[config.mk]
export PLATFORM = sky130hd
export DESIGN_NAME = ps2_device_responder_top
export DESIGN_NICKNAME = d
export VERILOG_FILES = /design/src/rtl/psdr_pkg.sv /design/src/rtl/psdr_decode.sv /design/src/rtl/psdr_txq.sv /design/src/rtl/ps2_device_responder_top.sv
export SDC_FILE = /design/constraint.sdc
export NUM_CORES = 1
export LEC_CHECK = 0
export ABC_AREA = 1
export BUFFER_PORTS_ARGS = -buffer_cell sky130_fd_sc_hd__clkbuf_2
export CAP_MARGIN = 40
export CORE_MARGIN = 2
export CORE_UTILIZATION = 40
export CTS_CLUSTER_DIAMETER = 150
export DETAILED_ROUTE_END_ITERATION = 16
export GPL_TIMING_DRIVEN = 0
export PLACE_DENSITY_LB_ADDON = 0.2
export SLEW_MARGIN = 20
export SYNTH_ARGS = -nofsm -noshare
export SYNTH_HDL_FRONTEND = slang
export SYNTH_SLANG_ARGS = --single-unit
[constraint.sdc]
create_clock -name clk_i -period 5.4 [get_ports clk_i]
set_input_delay 0.81 -clock clk_i [delete_from_list [all_inputs] [get_ports clk_i]]
set_output_delay 0.81 -clock clk_i [all_outputs]
set_load 0.02 [all_outputs]
[src/rtl/psdr_pkg.sv]
// ----------------------------------------------------------------------------
// psdr_pkg
// Types and byte codes shared by the PS/2 device responder modules.
// ----------------------------------------------------------------------------
package psdr_pkg;

  localparam int unsigned MaxRun = 7;
  localparam int unsigned CntW   = 3;

  typedef logic [7:0] byte_t;

  typedef enum logic [1:0] {
    ReqHost    = 2'd0,
    ReqPress   = 2'd1,
    ReqRelease = 2'd2,
    ReqUnused  = 2'd3
  } req_e;

  typedef enum logic [1:0] {
    ArgNone  = 2'd0,
    ArgKbd   = 2'd1,
    ArgSet   = 2'd2,
    ArgMouse = 2'd3
  } arg_e;

  typedef struct packed {
    logic [MaxRun-1:0][7:0] bytes;  // byte 0 goes out first
    logic [CntW-1:0]        count;
  } run_t;

  // host commands
  localparam byte_t CmdSetLeds     = 8'hED;
  localparam byte_t CmdSetRate     = 8'hF3;
  localparam byte_t CmdScanSet     = 8'hF0;
  localparam byte_t CmdReadId      = 8'hF2;
  localparam byte_t CmdEnable      = 8'hF4;
  localparam byte_t CmdDisable     = 8'hF5;
  localparam byte_t CmdDefaults    = 8'hF6;
  localparam byte_t CmdReset       = 8'hFF;
  localparam byte_t CmdSetRes      = 8'hE8;
  localparam byte_t CmdStatus      = 8'hE9;
  localparam byte_t CmdReadData    = 8'hEB;
  localparam byte_t CmdScale11     = 8'hE6;
  localparam byte_t CmdScale21     = 8'hE7;
  localparam byte_t CmdStream      = 8'hEA;
  localparam byte_t CmdResetWrap   = 8'hEC;
  localparam byte_t CmdWrap        = 8'hEE;
  localparam byte_t CmdRemote      = 8'hF0;

  // device replies
  localparam byte_t RspAck         = 8'hFA;
  localparam byte_t RspSelfTest    = 8'hAA;
  localparam byte_t RspKbdId0      = 8'hAB;
  localparam byte_t RspKbdId1      = 8'h83;
  localparam byte_t RspScanSet2    = 8'h02;
  localparam byte_t RspZero        = 8'h00;
  localparam byte_t RspMseStat1    = 8'h02;
  localparam byte_t RspMseStat2    = 8'h64;
  localparam byte_t RspMseData0    = 8'h08;

  // scan code prefixes and modifier keys
  localparam byte_t PfxExt         = 8'hE0;
  localparam byte_t PfxBreak       = 8'hF0;
  localparam byte_t KeyLShift      = 8'h12;
  localparam byte_t KeyLCtrl       = 8'h14;

endpackage

[src/rtl/psdr_decode.sv]
// ----------------------------------------------------------------------------
// psdr_decode
// Turns one request into its reply run and the next argument mark.
// ----------------------------------------------------------------------------
module psdr_decode
  import psdr_pkg::*;
(
  input  logic [1:0] req_type_i,
  input  logic [7:0] host_byte_i,
  input  logic [7:0] key_code_i,
  input  logic       key_extended_i,
  input  logic       with_shift_i,
  input  logic       with_ctrl_i,
  input  logic       device_kind_i,
  input  arg_e       arg_i,
  output run_t       run_o,
  output arg_e       arg_o
);

  logic [MaxRun-1:0][7:0] bytes;
  logic [CntW-1:0]        n;

  always_comb begin
    bytes = '0;
    n     = '0;
    arg_o = arg_i;
    unique case (req_e'(req_type_i))
      ReqHost: begin
        if (arg_i != ArgNone) begin
          // argument byte: ack whatever value arrives
          arg_o = ArgNone;
          bytes[0] = RspAck;
          n = CntW'(1);
          if (arg_i == ArgSet && host_byte_i == RspZero) begin
            bytes[1] = RspScanSet2;
            n = CntW'(2);
          end
        end else if (!device_kind_i) begin
          unique case (host_byte_i) inside
            CmdSetLeds, CmdSetRate: begin
              bytes[0] = RspAck; n = CntW'(1); arg_o = ArgKbd;
            end
            CmdScanSet: begin
              bytes[0] = RspAck; n = CntW'(1); arg_o = ArgSet;
            end
            CmdReadId: begin
              bytes[0] = RspAck; bytes[1] = RspKbdId0; bytes[2] = RspKbdId1;
              n = CntW'(3);
            end
            CmdEnable, CmdDisable, CmdDefaults: begin
              bytes[0] = RspAck; n = CntW'(1);
            end
            CmdReset: begin
              bytes[0] = RspSelfTest; n = CntW'(1);
            end
            default: ;
          endcase
        end else begin
          unique case (host_byte_i) inside
            CmdSetRes, CmdSetRate: begin
              bytes[0] = RspAck; n = CntW'(1); arg_o = ArgMouse;
            end
            CmdStatus: begin
              bytes[0] = RspAck; bytes[1] = RspZero;
              bytes[2] = RspMseStat1; bytes[3] = RspMseStat2;
              n = CntW'(4);
            end
            CmdReadData: begin
              bytes[0] = RspAck; bytes[1] = RspMseData0;
              bytes[2] = RspZero; bytes[3] = RspZero;
              n = CntW'(4);
            end
            CmdReadId: begin
              bytes[0] = RspAck; bytes[1] = RspZero; n = CntW'(2);
            end
            CmdReset: begin
              bytes[0] = RspAck; bytes[1] = RspSelfTest; bytes[2] = RspZero;
              n = CntW'(3);
            end
            CmdScale11, CmdScale21, CmdStream, CmdResetWrap, CmdWrap,
            CmdRemote, CmdEnable, CmdDisable, CmdDefaults: begin
              bytes[0] = RspAck; n = CntW'(1);
            end
            default: ;
          endcase
        end
      end
      ReqPress: begin
        if (with_shift_i) begin
          bytes[n] = KeyLShift; n = n + CntW'(1);
        end
        if (with_ctrl_i) begin
          bytes[n] = KeyLCtrl; n = n + CntW'(1);
        end
        if (key_extended_i) begin
          bytes[n] = PfxExt; n = n + CntW'(1);
        end
        bytes[n] = key_code_i;
        n = n + CntW'(1);
      end
      ReqRelease: begin
        if (key_extended_i) begin
          bytes[n] = PfxExt; n = n + CntW'(1);
        end
        bytes[n] = PfxBreak;
        n = n + CntW'(1);
        bytes[n] = key_code_i;
        n = n + CntW'(1);
        if (with_shift_i) begin
          bytes[n] = PfxBreak; n = n + CntW'(1);
          bytes[n] = KeyLShift; n = n + CntW'(1);
        end
        if (with_ctrl_i) begin
          bytes[n] = PfxBreak; n = n + CntW'(1);
          bytes[n] = KeyLCtrl; n = n + CntW'(1);
        end
      end
      default: ;
    endcase
    run_o.bytes = bytes;
    run_o.count = n;
  end

endmodule

[src/rtl/psdr_txq.sv]
// ----------------------------------------------------------------------------
// psdr_txq
// Result register: holds one reply run and hands it out a byte per transfer.
// ----------------------------------------------------------------------------
module psdr_txq
  import psdr_pkg::*;
(
  input  logic       clk_i,
  input  logic       rst_ni,
  input  logic       load_i,
  input  run_t       run_i,
  output logic       free_o,
  output logic       out_valid_o,
  input  logic       out_stall_i,
  output logic [7:0] tx_byte_o,
  output logic       last_byte_o
);

  logic [MaxRun-1:0][7:0] bytes_q, bytes_d;
  logic [CntW-1:0]        count_q, count_d;
  logic                   xfer;

  assign out_valid_o = (count_q != '0);
  assign xfer        = out_valid_o && !out_stall_i;
  assign last_byte_o = (count_q == CntW'(1));
  assign tx_byte_o   = bytes_q[0];
  assign free_o      = !out_valid_o || (xfer && last_byte_o);

  always_comb begin
    bytes_d = bytes_q;
    count_d = count_q;
    if (load_i) begin
      bytes_d = run_i.bytes;
      count_d = run_i.count;
    end else if (xfer) begin
      // advance to the next byte of the run
      bytes_d = bytes_q >> 8;
      count_d = count_q - CntW'(1);
    end
  end

  always_ff @(posedge clk_i or negedge rst_ni) begin
    if (!rst_ni) begin
      count_q <= '0;
    end else begin
      count_q <= count_d;
    end
  end

  always_ff @(posedge clk_i) begin
    bytes_q <= bytes_d;
  end

endmodule

[src/rtl/ps2_device_responder_top.sv]
// ----------------------------------------------------------------------------
// ps2_device_responder_top
// Device end of a PS/2 link, keyboard or mouse, replying to host bytes and
// key events with runs of device bytes.
// ----------------------------------------------------------------------------
// Usage:
//   Input channel (in_valid_i / in_stall_o) takes one request per transfer:
//   a host byte, a key press or a key release. Output channel
//   (out_valid_o / out_stall_i) gives one reply byte per transfer, with
//   last_byte_o set on the final byte of each run. Requests with no reply
//   (unknown command, unused type) give no output transfer.
//   cfg_we_i writes device_kind (0 keyboard, 1 mouse) from cfg_wdata_i;
//   write it only while the block is idle.
//   A request goes to the input register, then its run to the result
//   register that drives the output. A run of 1 to 7 bytes leaves at one
//   byte per cycle while out_stall_i is low; the output port paces input.
//   The input register takes the next request while the result register
//   still drains the previous run.
//   Reset clears the argument mark, selects keyboard and empties both
//   registers. When the receiver stalls, the current byte holds and the
//   input side stalls once the input register is full.
// ----------------------------------------------------------------------------
module ps2_device_responder_top
  import psdr_pkg::*;
(
  input  logic       clk_i,
  input  logic       rst_ni,
  input  logic       cfg_we_i,
  input  logic       cfg_wdata_i,
  input  logic       in_valid_i,
  output logic       in_stall_o,
  input  logic [1:0] req_type_i,
  input  logic [7:0] host_byte_i,
  input  logic [7:0] key_code_i,
  input  logic       key_extended_i,
  input  logic       with_shift_i,
  input  logic       with_ctrl_i,
  output logic       out_valid_o,
  input  logic       out_stall_i,
  output logic [7:0] tx_byte_o,
  output logic       last_byte_o
);

  logic       kind_q;
  arg_e       arg_q, arg_d;
  logic       a_valid_q, a_valid_d;
  logic [1:0] req_q;
  logic [7:0] host_q;
  logic [7:0] code_q;
  logic       ext_q;
  logic       shift_q;
  logic       ctrl_q;

  run_t       dec_run;
  logic       txq_free;
  logic       advance;
  logic       accept;

  psdr_decode u_decode (
    .req_type_i     (req_q),
    .host_byte_i    (host_q),
    .key_code_i     (code_q),
    .key_extended_i (ext_q),
    .with_shift_i   (shift_q),
    .with_ctrl_i    (ctrl_q),
    .device_kind_i  (kind_q),
    .arg_i          (arg_q),
    .run_o          (dec_run),
    .arg_o          (arg_d)
  );

  // move the held request on when it has no reply or the run slot frees up
  assign advance    = a_valid_q && ((dec_run.count == '0) || txq_free);
  assign in_stall_o = a_valid_q && !advance;
  assign accept     = in_valid_i && !in_stall_o;

  always_comb begin
    a_valid_d = a_valid_q;
    if (accept) begin
      a_valid_d = 1'b1;
    end else if (advance) begin
      a_valid_d = 1'b0;
    end
  end

  psdr_txq u_txq (
    .clk_i       (clk_i),
    .rst_ni      (rst_ni),
    .load_i      (advance && (dec_run.count != '0)),
    .run_i       (dec_run),
    .free_o      (txq_free),
    .out_valid_o (out_valid_o),
    .out_stall_i (out_stall_i),
    .tx_byte_o   (tx_byte_o),
    .last_byte_o (last_byte_o)
  );

  always_ff @(posedge clk_i or negedge rst_ni) begin
    if (!rst_ni) begin
      kind_q    <= 1'b0;
      arg_q     <= ArgNone;
      a_valid_q <= 1'b0;
    end else begin
      a_valid_q <= a_valid_d;
      if (cfg_we_i) begin
        kind_q <= cfg_wdata_i;
      end
      if (advance) begin
        arg_q <= arg_d;
      end
    end
  end

  always_ff @(posedge clk_i) begin
    if (accept) begin
      req_q   <= req_type_i;
      host_q  <= host_byte_i;
      code_q  <= key_code_i;
      ext_q   <= key_extended_i;
      shift_q <= with_shift_i;
      ctrl_q  <= with_ctrl_i;
    end
  end

endmodule
==> results of run 1 <==
==> state kept, by name, summed over array words and instances (netlist names) <==
signal           flops
u_txq.tx_byte_o      8
u_txq.bytes_q       48
ext_q                1
host_q               8
a_valid_q            1
req_q                2
ctrl_q               1
code_q               8
shift_q              1
u_txq.count_q        3
arg_q                2
kind_q               1
==> power by group <==
group          internal (uW)  switching, uW  leakage [uW]  total (uW)
Sequential              1100            126      0.000840        1230
Combinational            406            842       0.00154        1250
Clock                    304            249      0.000127         553
Total                   1810           1220       0.00251        3030
==> layout by cell type (no fill, tap or decap), types with 7 or more instances in the layout <==
| master | netlist | final |
|---|---|---|
| a21oi_1 | 12 | 12 |
| o21ai_2 | 9 | 9 |
| clkbuf_2 | 0 | 37 |
| nor2_1 | 42 | 42 |
| dfrtp_1 | 7 | 7 |
| nor3_1 | 10 | 10 |
| o21ai_0 | 41 | 41 |
| edfxtp_1 | 77 | 77 |
| ha_1 | 18 | 18 |
| clkbuf_16 | 0 | 9 |
| nand3_1 | 25 | 25 |
| clkbuf_1 | 8 | 8 |
| buf_6 | 7 | 7 |
| o21ai_1 | 30 | 30 |
| buf_4 | 8 | 8 |
| inv_1 | 55 | 55 |
| nand2_1 | 199 | 198 |
==> synthesized netlist by cell type (all sizes together), types with 7 or more instances <==
cell    instances  area (um2)
buf            18         154
nor3           10        50.1
nand3          27         153
dfrtp           7         175
clkbuf          8        30.0
o21ai          80         434
ha             18         225
nor2           47         194
a21oi          12        60.1
edfxtp         77        2310
inv            59         221
nand2         205         790
==> layout make-up <==
class,instances,area share
Inverter,60,0.0397
Tap cell,168,0.0371
Buffer,26,0.0324
Sequential cell,84,0.439
Multi-Input combinational cell,425,0.373
Timing Repair Buffer,38,0.0335
Clock inverter,7,0.00596
Clock buffer,9,0.0397
==> how the worst max path moves through the flow <==
stage	end	from
detailed placement	code_q[6]	ctrl_q
floorplan	u_txq.bytes_q[10]	shift_q
finish	in_stall_o	ctrl_q
CTS	in_stall_o	ctrl_q
global placement	u_txq.bytes_q[52]	ctrl_q
global route	in_stall_o	ctrl_q
==> per-stage QoR <==
| step | hold slack (ps) | cell area [um2] | setup WS [ps] | instances | power, uW |
|---|---|---|---|---|---|
| 6_report | 300 | 5670 | 1650 | 817 | 3030 |
| 3_5_place_dp | 491 | 5410 | 1910 | 800 | 2480 |
| 2_1_floorplan | 463 | 5000 | 1670 | 595 | 2130 |
| 5_1_grt | 295 | 5670 | 1360 | 817 | 3270 |
| 4_1_cts | 292 | 5660 | 1610 | 816 | 3050 |
| 3_3_place_gp | 477 | 5400 | 647 | 800 | 2470 |
==> cells by family after synthesis <==
| logic type | Yosys count |
|---|---|
| adder cells (fa/ha/maj) | 19 |
| buffers and inverters | 86 |
| XOR/XNOR | 1 |
| AO/OA/AOI/OAI | 111 |
| AND/OR/NAND/NOR | 294 |
| flip-flops | 84 |
==> routing by layer <==
metal,track usage,up-vias,share of wire
li1,-,2079,-
met1,0.291,1898,0.48
met2,0.296,146,0.43
met3,0.0345,25,0.062
met4,0.0968,0,0.028
met5,0,-,0
==> worst max-delay path, stage by stage, from the launching register on <==
cell and delay (ps):
edfxtp_1 440, clkbuf_1 300, inv_1 110, ha_1 240, nand2_1 70, inv_1 50, a21oi_1 180, ha_1 260
a22oi_1 240, a21oi_1 140, nor2_1 180, nand2_4 90, nand3_1 110, inv_1 50, clkbuf_2 150
==> results.yml, run 1 <==
run_status:
  status: "finished clean"
clock_tree:
  cts_root_buffer: "clkbuf_16"
  cts_resized: 0
  htreeDepth: 3
  clkSinkCount: 84
  worstSkewPairLatency_ps: 350
  cts_tree: "built"
  numCtsBuffers: 9
  cts_setup_buffers: 0
  clockBufferDepth: 2
  holdBufCountCts: 0
  path_clk_slew_ps: 60
floorplanning:
  die_width_um: 116
  start_util: 0.413
  die_area_um2: 13400
  rows: 40
  pin_count: 38
  die-height_um: 116
  core-area_um2: 12100
routing:
  drc: 0
  wirelength_mm: 12.5
  detail_route.wl_per_cell_um: 15.3
  vias: 4148
  dr.pass1.iters: 5
  drt_iter0_drc: 401
  drtAntennaViolNets: 0
  routed_via_density: 5.08
grt:
  grt-ovfl-total: 0
  antenna_found_initial: 0
  grt_pass1_vias: 3909
  grt_first_pass_wirelength_mm: 20.3
  gr-usage-all-layers: 0.202
  grt_max_degree: 58
place:
  place.gp.congestion: 0.963
  dp_hpwl_mm: 9.44
  port_buffers: 37
synthesis:
  synth.distinct_cells: 38
  synth_top_family_by_area: "simple AND/OR/NAND/NOR gates"
  syn_area_um2: 5000
  synth.net_count: 641
  seq_area_frac_synth: 0.497
  synthFlopType: "edfxtp_1"
  postSynthAreaPerCell_um2: 8.41
  synth_edf_count: 77
  synth_cells: 595
  ys_ff_latch: 84
  yosys_warnings: 0
  synthMuxAreaShare: 0
  synth_fa_ha_area_frac: 0.0490
  synth-simple-area-share: 0.244
  synthXorXnorAreaFrac: 0.00175
  async_reset_ff_frac: 0.0833
  synth_compound_area_frac: 0.127
sta:
  fin_tns_setup_ps: 0
  rsz0062_at_grt: "false"
  slew_headroom: 0.475
  fin_crit_sh: 0.695
  max_freq_mhz: 266
  worstMarginPinSlew_ps: 787
  finalHoldViolations: 0
  drv_slew: 0
  finalSetupViolations: 0
  min_period_ps: 3750
  clock_skew_ps: 7.29
critical_path:
  worstRegToRegCells: 13
  required_ps: 4590
  rr_startpoint: "ext_q"
  critPathLaunchType: "register"
  crit_path_end_kind: "primary output"
  r2r_setup_slack_ps: 1910
  regToRegEndpoint: "u_txq.bytes_q[31]"
  critPathKind: "register to primary output"
  arrival_ps: 2940
  worstPathMaxFanout: 8
pwr:
  power_density_nw_per_um2: 534
  power_leakage_uw: 0.00251
  ir_drop_uv: 239
layout:
  area_delta_synth_final_pct: 13.3
  fin_util: 0.468
  multi_input_area_um2: 2110
  final-seq-area_um2: 2490
  num_antenna_cells: 0
  nFillCells: 1212
  drive_above_1_share: 0.148
  nNetsFinal: 690
job:
  maxCapViolCount: 0
min_path:
  hold_path_class: "input port to async pin"
Note: power is estimated with default switching activity, not from simulation.
==> run 2, diff against run 1 <==
==> constraint.sdc (replaced) <==
create_clock -name clk_i -period 3.6 [get_ports clk_i]
set_input_delay 0.54 -clock clk_i [delete_from_list [all_inputs] [get_ports clk_i]]
set_output_delay 0.54 -clock clk_i [all_outputs]
set_load 0.02 [all_outputs]
==> results.yml, run 2 (synthesized netlist as in run 1, its figures left out) <==
run_status:
  status: "finished clean"
floorplanning:
  rows: 40
  core-area_um2: 12100
  pin_count: 38
  start_util: 0.413
  die_area_um2: 13400
  die_width_um: 116
  die-height_um: 116
pwr:
  pwr-share-clk: 0.196
  power_density_nw_per_um2: 813
  p_sw_uw: 1850
  seq_power_share: 0.394
  pwr-share-comb: 0.410
  ir_drop_uv: 383
  p_int_uw: 2820
  power_leakage_uw: 0.00253
  total_power_uw: 4660
  p_sw_frac: 0.396
sta:
  fin_crit_sh: 0.952
  fin_hold_ws_ps: 16.3
  worstMarginPinSlew_ps: 869
  max_freq_mhz: 292
  finalSetupViolations: 0
  drv_slew: 0
  clock_skew_ps: 8.42
  fin_tns_setup_ps: 0
  min_period_ps: 3430
  finalHoldViolations: 0
  slew_headroom: 0.416
  rsz0062_at_grt: "false"
layout:
  final_cell_mix: "nand2_1 (198), edfxtp_1 (77), inv_1 (54)"
  top_register: "u_txq.bytes_q"
  drive_above_1_share: 0.155
  area_delta_synth_final_pct: 14.7
  multi_input_area_um2: 2120
  final-seq-area_um2: 2490
  final_common_cell: "nand2_1"
  largest_reg_flops: 48
  nFillCells: 1215
  nNetsFinal: 693
  num_antenna_cells: 0
grt:
  grt-ovfl-total: 0
  grt_first_pass_wirelength_mm: 20.7
  grt_pass1_vias: 3982
  grt_max_degree: 58
  gr-usage-all-layers: 0.205
  antenna_found_initial: 0
routing:
  drtAntennaViolNets: 0
  detail_route.wl_per_cell_um: 15.4
  dr.pass1.iters: 5
  drt_iter0_drc: 429
  routed_via_density: 5.09
  drc: 0
  vias: 4175
  wirelength_mm: 12.6
critical_path:
  rr_startpoint: "ext_q"
  arrival_ps: 2890
  slowest_stage: "fa_2"
  r2r_setup_slack_ps: 400
  critPathLaunchType: "register"
  worstPathMaxFanout: 7
  crit_path_cell_trace: "buf_4 > fa_2 > ha_1 > a22oi_1 > a21oi_1 > nor2_1 > nand2_4 > nand3_1 > inv_1 > clkbuf_2"
  crit_path_end_kind: "primary output"
  crit_start: "shift_q"
  required_ps: 3060
  cpPeakStageDelay_ps: 620
  critPathKind: "register to primary output"
clock_tree:
  clkSinkCount: 84
  cts_tree: "built"
  numCtsBuffers: 9
  clockBufferDepth: 2
  cts_root_buffer: "clkbuf_16"
  worstSkewPairLatency_ps: 350
  path_clk_slew_ps: 60
  htreeDepth: 3
place:
  place.gp.congestion: 0.968
  dp_hpwl_mm: 9.49
  port_buffers: 37
job:
  maxCapViolCount: 0
min_path:
  hold_path_class: "input port to async pin"
run 2: final timing paths:
path | to | cells after the start
min in group clk_i | code_q[5] | 1
max in group asynchronous | arg_q[0] | 1
max reg2reg | u_txq.bytes_q[30] | 13
min reg2reg | arg_q[1] | 2
min | a_valid_q | 1
max | in_stall_o | 10
run 2: power groups by stage:
stage / combinational, uW / sequential, uW / clock [uW]
detailed placement: 1870 / 1860 / 0
CTS: 1880 / 1840 / 923
finish: 1910 / 1840 / 915
global route: 2170 / 1880 / 965
global placement: 1840 / 1860 / 0
floorplan: 1380 / 1800 / 0
run 2: layer usage:
metal,share of wire,vias up,track usage
li1,-,2081,-
met1,0.49,1916,0.299
met2,0.43,148,0.296
met3,0.055,30,0.0361
met4,0.031,0,0.0984
met5,0,-,0
run 2: repair_timing:
item / CTS / global route
setup endpoints to repair: 0 / 79
gates resized for setup: 0 / 7
buffers inserted: 0 / 4
hold buffers: 0 / 0
run 2: per-stage QoR:
step | utilization | cell area (um2) | setup WS [ps] | instances
after detailed placement | 0.446 | 5410 | 124 | 800
after CTS | 0.470 | 5690 | 70.7 | 816
after floorplan | - | 5000 | 438 | 595
final | 0.474 | 5740 | 174 | 820
after global routing | 0.474 | 5740 | 0.761 | 820
after global placement | 0.446 | 5400 | -340 | 800
run 2: worst max-delay path, delay by kind of cell (launching register included):
kind	cells	cell delay, ps
AO/OA/AOI/OAI	2	410
adder cells (fa/ha/maj)	2	870
buffers and inverters	3	390
flip-flops	1	490
AND/OR/NAND/NOR	3	370
run 2: cell type report:
class                           count  area share
Clock buffer                       11      0.0405
Inverter                           60      0.0399
Tap cell                          168      0.0366
Clock inverter                      5     0.00916
Sequential cell                    84       0.433
Buffer                             26      0.0327
Multi-Input combinational cell    425       0.370
Timing Repair Buffer               41      0.0375
